$ cat config.mk
export PLATFORM = sky130hd
export DESIGN_NAME = mma_ctrl
export DESIGN_NICKNAME = d
export VERILOG_FILES = /design/src/hdl/matrix_multiply_accumulate_assert.svh /design/src/hdl/mma_pkg.sv /design/src/hdl/mma_ctrl.sv
export SDC_FILE = /design/constraint.sdc
export NUM_CORES = 1
export LEC_CHECK = 0
export BUFFER_PORTS_ARGS = -buffer_cell sky130_fd_sc_hd__buf_2
export CAP_MARGIN = 0
export CORE_MARGIN = 2
export CORE_UTILIZATION = 37
export DETAILED_ROUTE_END_ITERATION = 10
export MAX_ROUTING_LAYER = met4
export PLACE_DENSITY = 0.69
export SLEW_MARGIN = 5
export SYNTH_ARGS = -nofsm -noshare
export SYNTH_HDL_FRONTEND = slang
export SYNTH_SLANG_ARGS = --single-unit
$ cat constraint.sdc
create_clock -name clk -period 2.99 [get_ports clk]
set_clock_uncertainty 0.1 [all_clocks]
set_input_delay 0.299 -clock clk [delete_from_list [all_inputs] [get_ports clk]]
set_output_delay 0.299 -clock clk [all_outputs]
set_load 0.03 [all_outputs]
$ cat src/hdl/matrix_multiply_accumulate_assert.svh
// ----------------------------------------------------------------------------
// matrix multiply-accumulate assertion macros
// shared property forms for the checks at the end of the top level
// ----------------------------------------------------------------------------
`ifndef MATRIX_MULTIPLY_ACCUMULATE_ASSERT_SVH
`define MATRIX_MULTIPLY_ACCUMULATE_ASSERT_SVH

// same-cycle implication, off during reset
`define MMA_ASSERT_NOW(label, ante, cons, msg) \
  label: assert property (@(posedge clk) disable iff (rst) (ante) |-> (cons)) \
    else $error(msg);

// next-cycle implication, off during reset
`define MMA_ASSERT_NEXT(label, ante, cons, msg) \
  label: assert property (@(posedge clk) disable iff (rst) (ante) |=> (cons)) \
    else $error(msg);

`endif

$ cat src/hdl/mma_pkg.sv
// ----------------------------------------------------------------------------
// mma_pkg
// types and fixed widths shared by the matrix multiply-accumulate modules
// ----------------------------------------------------------------------------
package mma_pkg;

  // fixed field widths
  localparam int IDX_W = 3;
  localparam int DIM_W = 4;
  localparam int VAL_W = 32;
  localparam int REG_IDX_W = 2;

  // configuration register indexes
  localparam logic [REG_IDX_W-1:0] REG_A_ROWS     = 2'd0;
  localparam logic [REG_IDX_W-1:0] REG_INNER_SIZE = 2'd1;
  localparam logic [REG_IDX_W-1:0] REG_B_COLS     = 2'd2;

  // request codes
  typedef enum logic [1:0] {
    REQ_WR_A    = 2'd0,
    REQ_WR_B    = 2'd1,
    REQ_WR_C    = 2'd2,
    REQ_COMPUTE = 2'd3
  } req_t;

  // result status codes
  typedef enum logic [1:0] {
    ST_OK     = 2'd0,
    ST_RANGE  = 2'd1,
    ST_RESULT = 2'd2
  } status_t;

  // controller states
  typedef enum logic [1:0] {
    S_IDLE  = 2'd0,
    S_ISSUE = 2'd1,
    S_DRAIN = 2'd2
  } state_t;

  // command word from controller to datapath
  typedef struct packed {
    logic             wr_en;
    req_t             sel;
    logic             ack;
    status_t          ack_status;
    logic             mac;
    logic             first;
    logic             last_k;
    logic             last_elem;
    logic [IDX_W-1:0] row;
    logic [IDX_W-1:0] col;
    logic [IDX_W-1:0] kk;
  } mma_cmd_t;

  // register value to working dimension: zero acts as one, clamp at max
  function automatic logic [DIM_W-1:0] eff_dim(logic [DIM_W-1:0] r,
                                               logic [DIM_W-1:0] max_dim);
    logic [DIM_W-1:0] d;
    d = r;
    if (r == '0) begin
      d = DIM_W'(1);
    end else if (r > max_dim) begin
      d = max_dim;
    end
    return d;
  endfunction

endpackage

$ cat src/hdl/mma_ctrl.sv
// ----------------------------------------------------------------------------
// mma_ctrl
// request decode, dimension registers and the multiply-accumulate sequencer
// ----------------------------------------------------------------------------
module mma_ctrl import mma_pkg::*; #(
  parameter int MAX_DIM = 8
) (
  input  logic                 clk,
  input  logic                 rst,
  input  logic                 start,
  input  logic [1:0]           req_type,
  input  logic [IDX_W-1:0]     row,
  input  logic [IDX_W-1:0]     col,
  input  logic                 wr_en,
  input  logic [REG_IDX_W-1:0] wr_index,
  input  logic [DIM_W-1:0]     wr_data,
  input  logic                 run_done,
  output logic                 busy,
  output mma_cmd_t             cmd
);

  localparam logic [DIM_W-1:0] MAX_D = DIM_W'(MAX_DIM);

  state_t           state, state_next;
  logic [DIM_W-1:0] a_rows, inner_size, b_cols;
  logic [DIM_W-1:0] nr, nk, nc;
  logic [IDX_W-1:0] i, i_next, j, j_next, m, m_next;
  logic             accept;
  req_t             req;
  logic [DIM_W-1:0] rlim, clim;
  logic             in_range;
  logic             k_end, j_end, i_end;

  // dimension registers
  always_ff @(posedge clk) begin
    if (rst) begin
      a_rows     <= 4'd8;
      inner_size <= 4'd8;
      b_cols     <= 4'd8;
    end else if (wr_en) begin
      case (wr_index)
        REG_A_ROWS:     a_rows     <= wr_data;
        REG_INNER_SIZE: inner_size <= wr_data;
        REG_B_COLS:     b_cols     <= wr_data;
        default:        ;
      endcase
    end
  end

  assign nr = eff_dim(a_rows, MAX_D);
  assign nk = eff_dim(inner_size, MAX_D);
  assign nc = eff_dim(b_cols, MAX_D);

  // request decode and bounds check
  assign busy   = (state != S_IDLE);
  assign accept = start && !busy;
  assign req    = req_t'(req_type);
  assign rlim   = (req == REQ_WR_B) ? nk : nr;
  assign clim   = (req == REQ_WR_A) ? nk : nc;
  assign in_range = ({1'b0, row} < rlim) && ({1'b0, col} < clim);

  // loop ends
  assign k_end = ({1'b0, m} == nk - DIM_W'(1));
  assign j_end = ({1'b0, j} == nc - DIM_W'(1));
  assign i_end = ({1'b0, i} == nr - DIM_W'(1));

  // state register and loop counters
  always_ff @(posedge clk) begin
    if (rst) begin
      state <= S_IDLE;
      i     <= '0;
      j     <= '0;
      m     <= '0;
    end else begin
      state <= state_next;
      i     <= i_next;
      j     <= j_next;
      m     <= m_next;
    end
  end

  // next state
  always_comb begin
    state_next = state;
    case (state)
      S_IDLE:  if (accept && req == REQ_COMPUTE) state_next = S_ISSUE;
      S_ISSUE: if (k_end && j_end && i_end) state_next = S_DRAIN;
      S_DRAIN: if (run_done) state_next = S_IDLE;
      default: state_next = S_IDLE;
    endcase
  end

  // loop counters, inner index fastest
  always_comb begin
    i_next = i;
    j_next = j;
    m_next = m;
    if (state == S_IDLE) begin
      i_next = '0;
      j_next = '0;
      m_next = '0;
    end else if (state == S_ISSUE) begin
      if (!k_end) begin
        m_next = m + IDX_W'(1);
      end else begin
        m_next = '0;
        if (!j_end) begin
          j_next = j + IDX_W'(1);
        end else begin
          j_next = '0;
          i_next = i + IDX_W'(1);
        end
      end
    end
  end

  // command outputs
  always_comb begin
    cmd = '0;
    cmd.sel = req;
    cmd.ack_status = ST_OK;
    case (state)
      S_IDLE: begin
        cmd.row = row;
        cmd.col = col;
        if (accept && req != REQ_COMPUTE) begin
          cmd.ack        = 1'b1;
          cmd.wr_en      = in_range;
          cmd.ack_status = in_range ? ST_OK : ST_RANGE;
        end
      end
      S_ISSUE: begin
        cmd.mac       = 1'b1;
        cmd.row       = i;
        cmd.col       = j;
        cmd.kk        = m;
        cmd.first     = (m == '0);
        cmd.last_k    = k_end;
        cmd.last_elem = k_end && j_end && i_end;
      end
      default: ;
    endcase
  end

endmodule

==> reports/metrics.cfg, run 1 <==
[pwr]
sw_frac_of_total=0.291
power_density_nw_per_um2=336
power_leakage_nw=0.852
p_clk_frac=0.302
comb_power_share=0.204
switchingPower_w=0.000189
p_int_w=0.000460
pwr-share-seq=0.494
peakVddDrop_mv=0.155

[setup_path]
reg2reg_depth=8
path_class=reg2out
critPathLaunch=b_cols[2]
arrival_ps=2440
r2r_slack_ps=440
critPathCaptureType=output pin
crit_fanout=3
r2r-start=inner_size[2]
worst_setup_path_start_kind=register
cp-endpoint=cmd[9]
r2r-end=i[2]
cp.required_ps=2590

[synthesis]
synthArstFlopShare=0
synth_compound_area_frac=0.148
synth_top_area_frac=0.279
yosys-top-cells-count=nor2_1 (28), dfxtp_1 (23), mux2i_1 (17)
syn_area_per_cell_um2=8.25
netlist_area_um2=1650
synth_area_leaders=dfxtp_1 (28%), mux2i_1 (10%), ha_1 (8.3%)
synth_xor_area_frac=0.0576
syn-num-nets=230
syn_inst=200
ys_seq_elements=23
synthMuxAreaShare=0.110
synth.distinct_cells=48
ys_seq_area_frac=0.279
ys.flop_type=dfxtp_1
synth_top_area_cell=dfxtp_1
synth_adder_area_share=0.0834
synth_top_family_by_area=simple AND/OR/NAND/NOR gates
synth-edff-count=0
synth-simple-area-share=0.255
synth_warnings=0
synth_most_common_cell=nor2_1

[flow_run]
drv_cap=0

[global_route]
grt-ovfl-total=0
grt_max_degree=18
grt_pass1_vias=1291
grt_pass1_wl_mm=6.08
antenna_found_initial=0
grtUsageTotal=0.155

[floorplan]
die_height_um=70.8
die_w_um=70.8
die-area_um2=5010
core_area_um2=4320
ios=39
initial_core_util=0.382
num_rows=24

[timing]
timing.final.ws_setup_ps=152
maxSlewHeadroom=0.483
rsz0062_at_grt=no
fin_crit_ps=2840
tns_ps=0
timing.final.crit_share=0.949
hold_violations=0
setup_viol=0
slew_violations=0
worstMarginPinSlew_ps=774
max_clock_freq_mhz=352

[routing]
route.detailed.drc=0
routedWlPerCell_um=13.1
vias=1462
ant_nets=0
drt-total-wl_mm=3.73
viasPerCell=5.13
dr.pass1.iters=4
drtIter0Drc=72

[cells_and_area]
final_layout_size_suffix_gt1_frac=0.253
finalInstanceArea_um2=1930
nets=264
final_util=0.447
n_antenna_cell=0
syn_to_final_growth_pct=17.1
fillers=450

[cts]
cts-buffers-inserted=3
clkTransAtPathRegs_ps=80
htreeDepth=1
cts_tree=done
worstSkewPairLatency_ps=260
cts_hold_buf=0
clock_path_buffers=2
cts.sinks=23
cts_root_buf=clkbuf_8

[place]
place_ws_ps=239
place.gp.congestion=0.828
place_area_um2=1860
portBuffers=37
post-dp-hpwl_mm=2.91

[worst_hold_path]
holdCritPathClass=in2reg
hold_depth=2

[run_status]
status=finished, final reports clean

-- per-stage QoR --
stage | std cells | hold WS [ps] | power, W
3_3_place_gp | 280 | 376 | 0.000458
5_1_grt | 285 | 195 | 0.000678
3_5_place_dp | 280 | 391 | 0.000459
6_report | 285 | 191 | 0.000650
2_1_floorplan | 200 | 317 | 0.000422
4_1_cts | 284 | 188 | 0.000654
-- area by class of cell --
cell class	count	area (um^2)	share of cell area
clock buffers	4	45.0	0.0233
inverters	10	37.5	0.0194
flip-flops and latches	23	460	0.238
well taps	52	65.1	0.0337
multi-input cells	154	1100	0.567
repair buffers	42	229	0.118
-- kinds of logic after synthesis --
family	count (synthesis)
AND/OR/NAND/NOR	80
multiplexers	18
flip-flops	23
AO/OA/AOI/OAI	34
XOR/XNOR	10
other	1
buffers and inverters	23
adder cells (fa/ha/maj)	11
-- worst max-delay path: stages (launching register included) --
cell,delay (ps)
dfxtp_1,330
o21bai_1,180
and2_4,180
inv_1,40
ha_1,290
xnor2_1,120
a31oi_1,190
o211ai_2,130
or4_4,450
nor2_2,110
buf_6,140
-- cell usage in the layout (no fill, tap or decap), types with 3 or more instances in the layout --
| master | n |
|---|---|
| xor2_1 | 3 |
| and2_1 | 3 |
| ha_1 | 11 |
| xnor2_1 | 5 |
| buf_2 | 36 |
| a21oi_1 | 10 |
| dfxtp_1 | 23 |
| nor2_1 | 27 |
| o31ai_1 | 3 |
| inv_1 | 10 |
| or2_2 | 3 |
| nor2b_1 | 5 |
| o21ai_0 | 3 |
| nand2_1 | 9 |
| nand3b_1 | 3 |
| clkbuf_8 | 3 |
| nand2b_1 | 6 |
| nand3_1 | 7 |
| buf_4 | 5 |
| mux2i_1 | 17 |
-- state kept, by name, indices dropped and copies added (netlist names) --
name / flops
a_rows: 4
b_cols: 4
inner_size: 4
i: 3
j: 3
m: 3
state: 2
-- power by group through the flow --
stage,Clock [W],Sequential [W],Combinational [W]
after global routing,0.000209,0.000323,0.000146
after detailed placement,0,0.000328,0.000131
after global placement,0,0.000328,0.000130
after floorplan,0,0.000323,0.0000986
after CTS,0.000200,0.000321,0.000132
final,0.000196,0.000321,0.000133
-- how the worst min path moves through the flow --
| stage | from | endpoint |
|---|---|---|
| after global placement | b_cols[0] | b_cols[0] |
| after detailed placement | inner_size[0] | inner_size[0] |
| after global routing | wr_data[3] | a_rows[3] |
| after floorplan | wr_data[3] | a_rows[3] |
| final | wr_data[3] | a_rows[3] |
| after CTS | wr_data[3] | a_rows[3] |
-- layer usage --
metal	track usage	wire length (um)
met5	-	0
met4	0.0482	43
met2	0.243	1680
met3	0.0242	146
met1	0.206	1860
-- repair_timing --
item                       4_1_cts  5_1_grt
resized for setup                2        3
pin swaps                        0        4
setup endpoints to repair        1        1
setup buffers                    0        1
(Power assumes the default switching activity.)
==> run 2: changes to the inputs <==
Settings changed: SETUP_SLACK_MARGIN set to 0.5.
==> reports/metrics.cfg, run 2 (synthesized netlist as in run 1, its figures left out) <==
[cells_and_area]
n_antenna_cell=0  ; unchanged
final_layout_size_suffix_gt1_frac=0.361  ; +0.107
final_cell_mix=buf_2 (35), nor2_1 (26), dfxtp_1 (18)
syn_to_final_growth_pct=28.7
stdcell_count=296  ; +3.9%
reg_top3=a_rows x4, b_cols x4, inner_size x4
final_common_cell=buf_2
nets=275  ; +4.2%

[timing]
hold_violations=0  ; unchanged
tns_ps=0  ; unchanged
rsz0062_at_grt=yes
fin_crit_ps=2750  ; -84.9 ps
maxSlewHeadroom=0.486  ; +0.00248
slew_violations=0  ; unchanged
timing.final.crit_share=0.921  ; -0.0284
worstMarginPinSlew_ps=770  ; -3.71 ps
max_clock_freq_mhz=363  ; +3.1%
setup_viol=0  ; unchanged

[cts]
cts-buffers-inserted=3  ; unchanged
cts_hold_buf=0  ; unchanged
clkTransAtPathRegs_ps=80  ; about the same
cts_root_buf=clkbuf_8
clock_path_buffers=2  ; unchanged
cts.sinks=23  ; unchanged
htreeDepth=1  ; unchanged
cts_tree=done
worstSkewPairLatency_ps=270  ; about the same

[floorplan]
core_area_um2=4320  ; unchanged
ios=39  ; unchanged
die_height_um=70.8  ; unchanged
die_w_um=70.8  ; unchanged
num_rows=24  ; unchanged
initial_core_util=0.382  ; unchanged
die-area_um2=5010  ; unchanged

[setup_path]
cp.required_ps=2590  ; about the same
critPathCaptureType=output pin
crit_fanout=3  ; unchanged
path_class=reg2out
worst_setup_path_start_kind=register
arrival_ps=2350  ; -90 ps

[pwr]
power_density_nw_per_um2=315  ; -6.3%
power_w=0.000669  ; +2.9%
peakVddDrop_mv=0.234  ; +51%
power_leakage_nw=0.930  ; +9.1%

[global_route]
grt-ovfl-total=0  ; unchanged
grtUsageTotal=0.167  ; +0.0122
grt_pass1_vias=1446  ; +12%
antenna_found_initial=0  ; unchanged
grt_max_degree=18  ; unchanged
grt_pass1_wl_mm=6.62  ; +9.0%

[flow_run]
drv_cap=0  ; unchanged

[routing]
vias=1534  ; +4.9%
viasPerCell=5.18  ; +1.0%
ant_nets=0  ; unchanged
drtIter0Drc=85  ; +18%
dr.pass1.iters=4  ; unchanged
routedWlPerCell_um=13.8  ; +5.5%
drt-total-wl_mm=4.09  ; +9.5%
route.detailed.drc=0  ; unchanged

[place]
post-dp-hpwl_mm=2.99  ; +3.0%
dp_cells=279  ; -0.36%
place.gp.congestion=0.868  ; +4.8%
portBuffers=37  ; unchanged

[worst_hold_path]
holdCritPathClass=in2reg

[run_status]
status=finished, final reports clean

-- run 2: final cells by class --
type                    instances  area, um^2
multi-input cells             154        1180
fillers                       441        2200
flip-flops and latches         23         467
well taps                      52        65.1
inverters                      10        37.5
repair buffers                 53         325
clock buffers                   4        45.0
-- run 2: through the flow --
step                      worst slack (ps)  hold slack, ps  area [um^2]   util
after floorplan                        509             317         1660      -
after global placement                 418             382         1860  0.431
after detailed placement               362             382         1860  0.431
after CTS                              182             191         2050  0.473
after global routing                   137             190         2120  0.491
final                                  237             189         2120  0.491
-- run 2: power by group --
group	leakage [nW]	switching [W]	internal (W)	total [W]
combinational	0.719	0.0000852	0.0000614	0.000147
sequential	0.188	0.00000905	0.000313	0.000322
clock	0.0228	0.000105	0.0000951	0.000200
-- run 2: worst paths after layout --
| path | start | end | slack, ps | depth (start not counted) |
|---|---|---|---|---|
| max | b_cols[2] | cmd[9] | 240 | 10 |
| max reg2reg | b_cols[2] | i[2] | 520 | 12 |
| min | wr_data[3] | a_rows[3] | 190 | 2 |
| min reg2reg | inner_size[0] | inner_size[0] | 410 | 2 |
-- run 2: critical path, stage by stage, from the launching register on --
cell and delay (ps):
dfxtp_2 340, o21bai_1 210, and2_4 180, inv_2 40, ha_4 210, xnor2_1 120
a31oi_1 170, o211ai_2 130, or4_4 470, nor2_4 100, buf_6 130
-- run 2: what timing repair did --
item | in CTS | in global routing
pin swaps | 9 | 8
hold endpoints to repair | 0 | 0
setup buffers | 8 | 5
resized for setup | 20 | 9
setup endpoints to repair | 9 | 8
-- run 2: per-layer routing --
| layer | vias up | global-route usage | share of wire |
|---|---|---|---|
| li1 | 785 | - | - |
| met1 | 708 | 0.229 | 0.49 |
| met2 | 39 | 0.267 | 0.46 |
| met3 | 2 | 0.0199 | 0.043 |
| met4 | 0 | 0.0356 | 0.0066 |
| met5 | - | - | 0 |
